<file path="src/design/apbo_pkg.sv">
// types and constants shared by the pixel blend pipeline
package apbo_pkg;

   localparam logic [7:0] ALPHA_MAX   = 8'd255;
   localparam int unsigned CH_ALPHA   = 3;
   localparam int unsigned NUM_COLORS = 3;
   localparam int unsigned NUM_LANES  = 4;
   localparam int unsigned DIV_STAGES = 8;
   localparam int unsigned WGT_STAGES = 3;
   localparam int unsigned PIPE_DEPTH = WGT_STAGES + DIV_STAGES + 1;
   localparam int unsigned NUM_BITS   = 24;
   localparam int unsigned AL_BITS    = 16;

   localparam logic MODE_SOURCE = 1'b0;
   localparam logic MODE_OVER   = 1'b1;

   // bits 7:0 blue, 15:8 green, 23:16 red, 31:24 alpha
   typedef logic [NUM_LANES-1:0][7:0] pixel_type;

   typedef struct packed {
      logic                             use_blend;
      pixel_type                        pass_pixel;
      logic [NUM_COLORS-1:0][7:0]       src_rgb;
      logic [NUM_COLORS-1:0][7:0]       dst_rgb;
      logic [AL_BITS-1:0]               u;
      logic [AL_BITS-1:0]               v;
   } wgt_data_type;

   typedef struct packed {
      logic                             use_blend;
      pixel_type                        pass_pixel;
      logic [NUM_COLORS-1:0][NUM_BITS-1:0] su;
      logic [NUM_COLORS-1:0][NUM_BITS-1:0] dv;
      logic [AL_BITS-1:0]               al;
   } prod_data_type;

   typedef struct packed {
      logic                             use_blend;
      pixel_type                        pass_pixel;
      logic [NUM_COLORS-1:0][NUM_BITS-1:0] rem;
      logic [NUM_LANES-1:0][7:0]        quo;
      logic [AL_BITS-1:0]               al;
   } div_data_type;

endpackage

</file>
<file path="src/design/apbo_intf.sv">
// valid/ready channel interfaces for the pixel blend unit
interface apbo_req_if;
   logic        valid;
   logic        ready;
   logic [31:0] src_pixel;
   logic [31:0] dst_pixel;

   modport source (output valid, output src_pixel, output dst_pixel, input ready);
   modport sink   (input valid, input src_pixel, input dst_pixel, output ready);
endinterface

interface apbo_rsp_if;
   logic        valid;
   logic        ready;
   logic [31:0] out_pixel;

   modport source (output valid, output out_pixel, input ready);
   modport sink   (input valid, input out_pixel, output ready);
endinterface

</file>
<file path="src/design/apng_pixel_blend_over_unit.sv">
// top level of the straight-alpha "over" pixel blend unit
//
//  channel   direction  payload                      handshake
//  req_bus   in         src_pixel[31:0] dst_pixel    valid/ready
//  rsp_bus   out        out_pixel[31:0]              valid/ready
//  csr       in         csr_wr_data (blend mode)     write enable
//
// one beat per clock while the output is not stalled; 3 weight/product stages,
// 8 divider stages (one quotient bit each), 1 output register
// every stage loads when empty or when the stage after it moves, so bubbles
// collapse while the output stalls
// reset clears all valid bits and sets blend mode to over
module apng_pixel_blend_over_unit import apbo_pkg::*; (
   input  logic         clock,
   input  logic         reset,
   apbo_req_if.sink     req_bus,
   apbo_rsp_if.source   rsp_bus,
   input  logic         csr_wr_en,
   input  logic         csr_wr_data
);

   logic         blend_mode_ff;
   logic         wgt_valid, wgt_ready;
   div_data_type wgt_data;
   logic         div_valid, div_ready;
   div_data_type div_data;
   logic         rsp_valid_ff;
   pixel_type    rsp_pixel_ff, rsp_pixel_in;

   always_ff @(posedge clock) begin
      if (reset) begin
         blend_mode_ff <= MODE_OVER;
      end else if (csr_wr_en) begin
         blend_mode_ff <= csr_wr_data;
      end
   end

   apbo_weight u_weight (
      .clock      (clock),
      .reset      (reset),
      .blend_mode (blend_mode_ff),
      .in_valid   (req_bus.valid),
      .in_ready   (req_bus.ready),
      .in_src     (req_bus.src_pixel),
      .in_dst     (req_bus.dst_pixel),
      .out_valid  (wgt_valid),
      .out_ready  (wgt_ready),
      .out_data   (wgt_data)
   );

   apbo_divider u_divider (
      .clock     (clock),
      .reset     (reset),
      .in_valid  (wgt_valid),
      .in_ready  (wgt_ready),
      .in_data   (wgt_data),
      .out_valid (div_valid),
      .out_ready (div_ready),
      .out_data  (div_data)
   );

   assign div_ready    = !rsp_valid_ff || rsp_bus.ready;
   assign rsp_pixel_in = div_data.use_blend ? div_data.quo : div_data.pass_pixel;

   always_ff @(posedge clock) begin
      if (reset) begin
         rsp_valid_ff <= 1'b0;
      end else if (div_ready) begin
         rsp_valid_ff <= div_valid;
      end
   end

   always_ff @(posedge clock) begin
      if (div_ready && div_valid) rsp_pixel_ff <= rsp_pixel_in;
   end

   assign rsp_bus.valid     = rsp_valid_ff;
   assign rsp_bus.out_pixel = rsp_pixel_ff;

endmodule

</file>
<file path="src/design/apbo_weight.sv">
// alpha weights, channel products and dividends: three pipeline stages
module apbo_weight import apbo_pkg::*; (
   input  logic         clock,
   input  logic         reset,
   input  logic         blend_mode,
   input  logic         in_valid,
   output logic         in_ready,
   input  pixel_type    in_src,
   input  pixel_type    in_dst,
   output logic         out_valid,
   input  logic         out_ready,
   output div_data_type out_data
);

   logic          wgt_valid_ff, prod_valid_ff, sum_valid_ff;
   logic          wgt_ready, prod_ready, sum_ready;
   wgt_data_type  wgt_ff, wgt_in;
   prod_data_type prod_ff, prod_in;
   div_data_type  sum_ff, sum_in;
   logic [7:0]    sa, da, sa_inv;

   assign sum_ready  = !sum_valid_ff || out_ready;
   assign prod_ready = !prod_valid_ff || sum_ready;
   assign wgt_ready  = !wgt_valid_ff || prod_ready;
   assign in_ready   = wgt_ready;

   assign sa     = in_src[CH_ALPHA];
   assign da     = in_dst[CH_ALPHA];
   assign sa_inv = ALPHA_MAX - sa;

   // stage 1: weights and the pass-through choice
   always_comb begin
      wgt_in.src_rgb    = in_src[NUM_COLORS-1:0];
      wgt_in.dst_rgb    = in_dst[NUM_COLORS-1:0];
      wgt_in.u          = {sa, 8'h00} - {8'h00, sa};
      wgt_in.v          = AL_BITS'(sa_inv) * AL_BITS'(da);
      wgt_in.use_blend  = 1'b0;
      wgt_in.pass_pixel = in_src;
      if (blend_mode == MODE_SOURCE) begin
         wgt_in.pass_pixel = in_src;
      end else if (sa == ALPHA_MAX) begin
         wgt_in.pass_pixel = in_src;
      end else if (sa == 8'd0) begin
         wgt_in.pass_pixel = in_dst;
      end else if (da == 8'd0) begin
         wgt_in.pass_pixel = in_src;
      end else begin
         wgt_in.use_blend = 1'b1;
      end
   end

   // stage 2: s*u, d*v and the divisor
   always_comb begin
      prod_in.use_blend  = wgt_ff.use_blend;
      prod_in.pass_pixel = wgt_ff.pass_pixel;
      prod_in.al         = wgt_ff.u + wgt_ff.v;
      for (int k = 0; k < NUM_COLORS; k++) begin
         prod_in.su[k] = NUM_BITS'(wgt_ff.src_rgb[k]) * NUM_BITS'(wgt_ff.u);
         prod_in.dv[k] = NUM_BITS'(wgt_ff.dst_rgb[k]) * NUM_BITS'(wgt_ff.v);
      end
   end

   // stage 3: dividends; the alpha lane divides the sum of weights by 255
   always_comb begin
      logic [AL_BITS-1:0] al_round;
      sum_in.use_blend  = prod_ff.use_blend;
      sum_in.pass_pixel = prod_ff.pass_pixel;
      sum_in.al         = prod_ff.al;
      sum_in.quo        = '0;
      for (int k = 0; k < NUM_COLORS; k++) begin
         sum_in.rem[k] = prod_ff.su[k] + prod_ff.dv[k];
      end
      // (al + al/256 + 1)/256 equals al/255 over the whole weight range
      al_round = prod_ff.al + (prod_ff.al >> 8) + AL_BITS'(1);
      sum_in.quo[CH_ALPHA] = al_round[AL_BITS-1:8];
   end

   always_ff @(posedge clock) begin
      if (reset) begin
         wgt_valid_ff  <= 1'b0;
         prod_valid_ff <= 1'b0;
         sum_valid_ff  <= 1'b0;
      end else begin
         if (wgt_ready)  wgt_valid_ff  <= in_valid;
         if (prod_ready) prod_valid_ff <= wgt_valid_ff;
         if (sum_ready)  sum_valid_ff  <= prod_valid_ff;
      end
   end

   always_ff @(posedge clock) begin
      if (wgt_ready && in_valid)       wgt_ff  <= wgt_in;
      if (prod_ready && wgt_valid_ff)  prod_ff <= prod_in;
      if (sum_ready && prod_valid_ff)  sum_ff  <= sum_in;
   end

   assign out_valid = sum_valid_ff;
   assign out_data  = sum_ff;

endmodule

</file>
<file path="src/design/apbo_divider.sv">
// pipelined restoring divider, one quotient bit per stage on the three color lanes
module apbo_divider import apbo_pkg::*; (
   input  logic         clock,
   input  logic         reset,
   input  logic         in_valid,
   output logic         in_ready,
   input  div_data_type in_data,
   output logic         out_valid,
   input  logic         out_ready,
   output div_data_type out_data
);

   logic [DIV_STAGES-1:0] valid_ff;
   logic [DIV_STAGES:0]   stage_ready;
   div_data_type          data_ff [DIV_STAGES];

   assign stage_ready[DIV_STAGES] = out_ready;

   for (genvar j = 0; j < DIV_STAGES; j++) begin : g_stage
      localparam int unsigned BIT = DIV_STAGES - 1 - j;

      logic         src_valid;
      div_data_type src_data;
      div_data_type data_in;

      if (j == 0) begin : g_first
         assign src_valid = in_valid;
         assign src_data  = in_data;
      end else begin : g_next
         assign src_valid = valid_ff[j-1];
         assign src_data  = data_ff[j-1];
      end

      assign stage_ready[j] = !valid_ff[j] || stage_ready[j+1];

      always_comb begin
         logic [NUM_BITS-1:0] shifted;
         data_in = src_data;
         shifted = NUM_BITS'(src_data.al) << BIT;
         for (int l = 0; l < NUM_COLORS; l++) begin
            if (src_data.rem[l] >= shifted) begin
               data_in.rem[l]      = src_data.rem[l] - shifted;
               data_in.quo[l][BIT] = 1'b1;
            end
         end
      end

      always_ff @(posedge clock) begin
         if (reset) begin
            valid_ff[j] <= 1'b0;
         end else if (stage_ready[j]) begin
            valid_ff[j] <= src_valid;
         end
      end

      always_ff @(posedge clock) begin
         if (stage_ready[j] && src_valid) data_ff[j] <= data_in;
      end
   end

   assign in_ready  = stage_ready[0];
   assign out_valid = valid_ff[DIV_STAGES-1];
   assign out_data  = data_ff[DIV_STAGES-1];

endmodule

</file>
<file path="src/flat_wrapper.sv">
// flat-port wrapper written by rule: the top's interface ports become plain ports
module apng_pixel_blend_over_unit_flat import apbo_pkg::*;
  (clock, reset, csr_wr_en, csr_wr_data, req_bus_valid, req_bus_src_pixel, req_bus_dst_pixel, req_bus_ready, rsp_bus_valid, rsp_bus_out_pixel, rsp_bus_ready);
  apbo_req_if req_bus_i ();
  apbo_rsp_if rsp_bus_i ();
  input  logic clock;
  input  logic reset;
  input  logic csr_wr_en;
  input  logic csr_wr_data;
  input wire logic [$bits(req_bus_i.valid)-1:0] req_bus_valid;
  input wire logic [$bits(req_bus_i.src_pixel)-1:0] req_bus_src_pixel;
  input wire logic [$bits(req_bus_i.dst_pixel)-1:0] req_bus_dst_pixel;
  output wire logic [$bits(req_bus_i.ready)-1:0] req_bus_ready;
  output wire logic [$bits(rsp_bus_i.valid)-1:0] rsp_bus_valid;
  output wire logic [$bits(rsp_bus_i.out_pixel)-1:0] rsp_bus_out_pixel;
  input wire logic [$bits(rsp_bus_i.ready)-1:0] rsp_bus_ready;
  assign req_bus_i.valid = req_bus_valid;
  assign req_bus_i.src_pixel = req_bus_src_pixel;
  assign req_bus_i.dst_pixel = req_bus_dst_pixel;
  assign req_bus_ready = req_bus_i.ready;
  assign rsp_bus_valid = rsp_bus_i.valid;
  assign rsp_bus_out_pixel = rsp_bus_i.out_pixel;
  assign rsp_bus_i.ready = rsp_bus_ready;
  apng_pixel_blend_over_unit u_core (.clock(clock), .reset(reset), .req_bus(req_bus_i), .rsp_bus(rsp_bus_i), .csr_wr_en(csr_wr_en), .csr_wr_data(csr_wr_data));
endmodule
</file>
<file path="config.mk">
export PLATFORM = sky130hd
export DESIGN_NAME = apng_pixel_blend_over_unit_flat
export DESIGN_NICKNAME = d
export VERILOG_FILES = /design/src/design/apbo_pkg.sv /design/src/design/apbo_intf.sv /design/src/design/apng_pixel_blend_over_unit.sv /design/src/design/apbo_weight.sv /design/src/design/apbo_divider.sv /design/src/flat_wrapper.sv
export SDC_FILE = /design/constraint.sdc
export NUM_CORES = 2
export LEC_CHECK = 0
export BUFFER_PORTS_ARGS = -buffer_cell sky130_fd_sc_hd__clkbuf_2
export CORE_ASPECT_RATIO = 0.7
export CORE_MARGIN = 2
export CORE_UTILIZATION = 70
export CTS_BUF_LIST = sky130_fd_sc_hd__clkbuf_8
export CTS_CLUSTER_DIAMETER = 40
export CTS_CLUSTER_SIZE = 14
export DETAILED_ROUTE_END_ITERATION = 16
export GPL_ROUTABILITY_DRIVEN = 0
export PLACE_DENSITY = 0.87
export SYNTH_ARGS = -nofsm -noshare
export SYNTH_HDL_FRONTEND = slang
export SYNTH_SLANG_ARGS = --single-unit
</file>
<file path="constraint.sdc">
create_clock -name clock -period 34.4 [get_ports clock]
set_input_delay 1.72 -clock clock [delete_from_list [all_inputs] [get_ports clock]]
set_output_delay 1.72 -clock clock [all_outputs]
set_load 0.05 [all_outputs]
</file>
# [Word-level counts from Yosys, hierarchy flattened]
# Memory sizes are Yosys's and may differ from the RTL's.
# Index checks and enable logic that the tools add are counted.
# Widths: inputs -> output; s select.
[totals] out_inout_bits=34 register_bits=480 input_bits=70 latch_bits=0 rom_bits=0 ram_bits=1224 memories=1 word_cells=226
[classes] bitwise_logic=1 eq_ne=1 n_addsub=32 n_shift=0 n_div=0 reduce_logical=39 n_mux=69 multipliers=7 n_lt_le_gt_ge=24
[memory_table] name="u_core.u_divider.data_ff" depth=8 word_bits=153 rd=8 rd_ports_with_merged_regs=0 wr=8 line_no="apbo_divider.sv:15" text="div_data_type data_ff [DIV_STAGES];"
[op_table] operator="$mux 24" n=24
[op_table] operator="$mul 8x16->24" n=6
[op_table] operator="$mux 32" n=4
[op_table] operator="$add 24x24->24" n=3
[op_table] operator="$ge 24x16->1" n=3
[op_table] operator="$ge 24x17->1" n=3
[op_table] operator="$ge 24x18->1" n=3
[op_table] operator="$ge 24x19->1" n=3
[op_table] operator="$ge 24x20->1" n=3
[op_table] operator="$ge 24x21->1" n=3
[op_table] operator="$ge 24x22->1" n=3
[op_table] operator="$ge 24x23->1" n=3
[op_table] operator="$sub 24x16->24" n=3
[op_table] operator="$sub 24x17->24" n=3
[op_table] operator="$sub 24x18->24" n=3
[op_table] operator="$sub 24x19->24" n=3
[op_table] operator="$sub 24x20->24" n=3
[op_table] operator="$sub 24x21->24" n=3
[op_table] operator="$sub 24x22->24" n=3
[op_table] operator="$sub 24x23->24" n=3
[op_table] operator="$mux 1" n=41
[op_table] operator="$add 16x1->16 const B" n=1
[op_table] operator="$add 16x16->16" n=1
[op_table] operator="$add 16x8->16" n=1
[op_table] operator="10 further kinds" n=44

# [Longest topological paths before layout]
[logic_depth] depth_word=14 depth_mapped=20 ltp_nobuf=19

# [Cells and area by module]
# A second synthesis with hierarchy kept.
[hier_totals] cells_unflattened=9727 hier_area_um2=110609.8
[modules_own_cells] module="apbo_divider" area_each_um2=63813.7 n_inst=1 cells_per_inst=5282
[modules_own_cells] module="apbo_weight" area_each_um2=45214.6 n_inst=1 cells_per_inst=4369
[modules_own_cells] module="apng_pixel_blend_over_unit" area_each_um2=1581.5 n_inst=1 cells_per_inst=76

# [Worst setup path after synthesis]
# No wires, ideal clock.
[synth_path] path_kind="input to register" from="input port rsp_bus_ready" to="memory u_core.u_divider.data_ff[1][153] (netlist name), enable pin" required_time_ns=33.522 arrival_time_ns=12.627 cell_stages=3 path_slack_ns=20.895 cell_sequence="nor2b_1 and3_1 a21boi_0"
[synth_rtl] element="start, declared" line_no="flat_wrapper.sv:16" text="input wire logic [$bits(rsp_bus_i.ready)-1:0] rsp_bus_ready;"
[synth_rtl] element="end, declared" line_no="apbo_divider.sv:15"

==> impl_metrics.yaml <==
place:
  hpwl_um: 206500
  place_ws_ns: 28.13
  post_dp_cell_area_sq_mm: 0.1018
  post-place-cells: 10430
  portBuffers: 103
route:
  routedWlPerCell_um: 26.39
  drc: 0
  num_vias: 71050
  drt_iter0_markers: 11180
  dr.pass1.iters: 10
  drtAntennaViolNets: 0
  drt-total-wl_um: 282700
  viasPerCell: 6.632
grt:
  first_global_vias: 69950
  grt_overflow: 0
  grt_pass1_wl_um: 422500
  grtUsageTotal_pct: 39.32
  antenna_found_initial: 32
  grt_max_degree: 86
timing:
  grt_setup_unrepaired: "no"
  skew_ns: 0.07806
  max_freq_ghz: 0.1619
  maxSlewHeadroom_pct: -4.000
  tns_ns: 0
  final_max_slew_viol_count: 4
  finalCritPeriodShare_pct: 17.95
  fin_ws_ns: 28.23
  setup_viol: 0
  holdWs_ns: 0.3772
  tightest_slew_ns: 1.540
  hold_viol_final: 0
  period_minus_slack_ns: 6.175
clock_network:
  clk_path_buf_depth: 3
  post_cts_buffers: 0
  htreeDepth: 4
  cts_tree: "built"
  cts.repair.resized: 0
  cts.sinks: 1532
  path_clk_slew_ns: 0.09
  clockRootBuffer: "clkbuf_8"
  numCtsBuffers: 160
  clock_latency_ns: 1.01
  holdBufCountCts: 0
logic_synthesis:
  syn_area_per_cell_sq_um: 11.53
  yosysSeqAreaShare_pct: 46.29
  ys_warn_count: 0
  synth_cell_type_count: 97
  synth_edf_count: 1519
  async_flop_share_pct: 0
  synth_flop_cell: "edfxtp_1"
  syn_nets: 10010
  synthesis.area_sq_mm: 0.09911
  syn_inst: 8594
  ys_seq_elements: 1532
layout:
  nNetsFinal: 10130
  drive_above_1_share_pct: 6.485
  finalInstanceArea_sq_mm: 0.1051
  synthToLayoutAreaGrowth_pct: 6.048
  utilization_pct: 74.77
  layout_commonest_cell: "edfxtp_1"
  final_cells: 10710
  n_fill_cell: 8298
  final_cell_mix: "edfxtp_1, inv_1, ha_1"
floorplan:
  design.portCount: 104
  die_x_um: 453.7
  core_sq_mm: 0.1406
  start_util_pct: 70.50
  rows: 115
  die_h_um: 318.8
  dieArea_sq_mm: 0.1447
critical_path:
  path_max_fanout: 25
  cp_data_arrival_time_ns: 6.87
  critPathCaptureType: "register"
  cp_data_required_time_ns: 35.10
  crit_type: "register to register"
  cp-start-kind: "register"
pwr:
  power_density_mw_per_mm2: 92.01
  pwr-share-clk_pct: 12.7
  finalPower_mw: 9.671
  seq_power_share_pct: 27.9
  switchingPower_mw: 4.369
  vdd_drop_max_uv: 199.2
  p_comb_share_pct: 59.4
  power.leakage_nw: 42.82
  p_sw_share_pct: 45.18
  p_int_mw: 5.302
status:
  violations: "max-capacitance violations, max-slew violations"
  status: "finished, violations left"
min_path:
  min_path_type: "register to register"
flow_run:
  cap_violations: 2
[Yosys cell counts, types with 13 or more instances]
library cell,instances,area share [%]
nor3_1,106,0.54
inv_1,936,3.5
nor2b_1,138,0.87
o211ai_1,22,0.17
o21ai_1,36,0.18
fa_1,565,11
ha_1,777,9.8
clkbuf_1,182,0.69
o21a_1,75,0.57
buf_2,13,0.066
nor4_1,52,0.33
xnor2_1,342,3.0
nor2_1,443,1.7
and2_1,639,4.0
nand2_1,620,2.3
a211oi_1,36,0.27
nand4_1,52,0.33
a21boi_0,27,0.20
xor2_1,194,1.7
mux2_2,81,0.92
o31ai_1,32,0.24
o31a_1,19,0.17
edfxtp_1,1519,46
a21o_1,173,1.3
o41ai_1,17,0.15
or3_1,36,0.23
mux2i_1,20,0.20
or4_1,15,0.11
or2_2,29,0.18
dfxtp_1,13,0.26
nand2b_1,111,0.70
and3_1,46,0.29
a211o_1,13,0.11
nand3_1,91,0.46
nor4b_1,15,0.13
a21oi_1,474,2.4
o21ai_0,334,1.7
o21bai_1,44,0.33
a31oi_1,42,0.27
[per-layer routing]
metal  vias up  wire length (um)  global-route usage (%)
met1     33790            100500                   52.26
met3      1333             46110                   16.26
met2      5674            118600                   56.16
met5         -               458                   1.097
met4        40             17110                   18.63
li1      30210                 -                       -
[critical path: stages (launching register included)]
cell	delay, ns
edfxtp_1	1.24
and2_1	0.29
fa_1	0.47
fa_1	0.52
fa_1	0.52
inv_1	0.06
fa_1	0.48
inv_1	0.05
ha_1	0.34
a21oi_1	0.16
o21ai_0	0.15
nor2b_1	0.16
a21oi_1	0.18
a21boi_0	0.34
nand2_1	0.21
and3_1	0.27
a311oi_1	0.35
xnor2_1	0.11
[flip-flops by register name (all words and copies together) (netlist names)]
signal	flops
u_core.u_weight.out_valid	1
u_core.u_weight.prod_ff	193
u_core.u_weight.out_data	129
u_core.u_weight.wgt_ff	80
u_core.u_divider.g_stage.src_valid	7
u_core.u_divider.out_valid	1
u_core.u_divider.data_ff	1052
u_core.u_weight.prod_in	33
u_core.rsp_bus.out_pixel	32
u_core.u_weight.prod_valid_ff	1
u_core.rsp_bus.valid	1
u_core.blend_mode_ff	1
u_core.u_weight.wgt_valid_ff	1
[cells by family (layout without fill, tap and decap cells)]
group | count (synthesis) | in the layout | synth area share (%)
flops | 1532 | 1532 | 46.29
fa+ha+maj | 1342 | 1342 | 21.22
mux | 104 | 104 | 1.156
compound gates | 1496 | 1496 | 9.569
simple gates | 2441 | 2441 | 12.68
xor+xnor | 536 | 536 | 4.737
other cells | 0 | 20 | 0
buf+inv | 1143 | 1370 | 4.349
[worst paths after layout]
| kind | start | endpoint | slack (ns) | cells after the start |
|---|---|---|---|---|
| worst max-delay path | u_core.u_weight.wgt_ff[24] | u_core.u_weight.prod_ff[111] | 28.23 | 17 |
| worst min-delay path | u_core.u_weight.out_data[134] | u_core.u_divider.data_ff[0][134] | 0.38 | 0 |
| worst max register to register | u_core.u_weight.wgt_ff[24] | u_core.u_weight.prod_ff[111] | 28.23 | 17 |
| worst min register to register | u_core.u_weight.out_data[134] | u_core.u_divider.data_ff[0][134] | 0.38 | 0 |
[cell type report]
class | instances | area (sq um) | share of cell area [%]
clock inverters | 104 | 994.7 | 0.9464
well taps | 1872 | 2342 | 2.228
multi-input cells | 5919 | 49120 | 46.73
inverters | 939 | 3525 | 3.353
repair buffers | 166 | 988.4 | 0.9404
diodes | 20 | 50.05 | 0.04762
clock buffers | 161 | 2216 | 2.108
flip-flops and latches | 1532 | 45870 | 43.65
[power groups by stage]
stage	logic, mW	registers, mW	clock network (mW)
floorplan	4.04	2.60	0
global placement	5.23	2.71	0
detailed placement	5.50	2.71	0
CTS	5.57	2.68	1.23
global route	6.24	2.69	1.29
finish	5.74	2.70	1.23
Power figures use the tool's default switching activity.
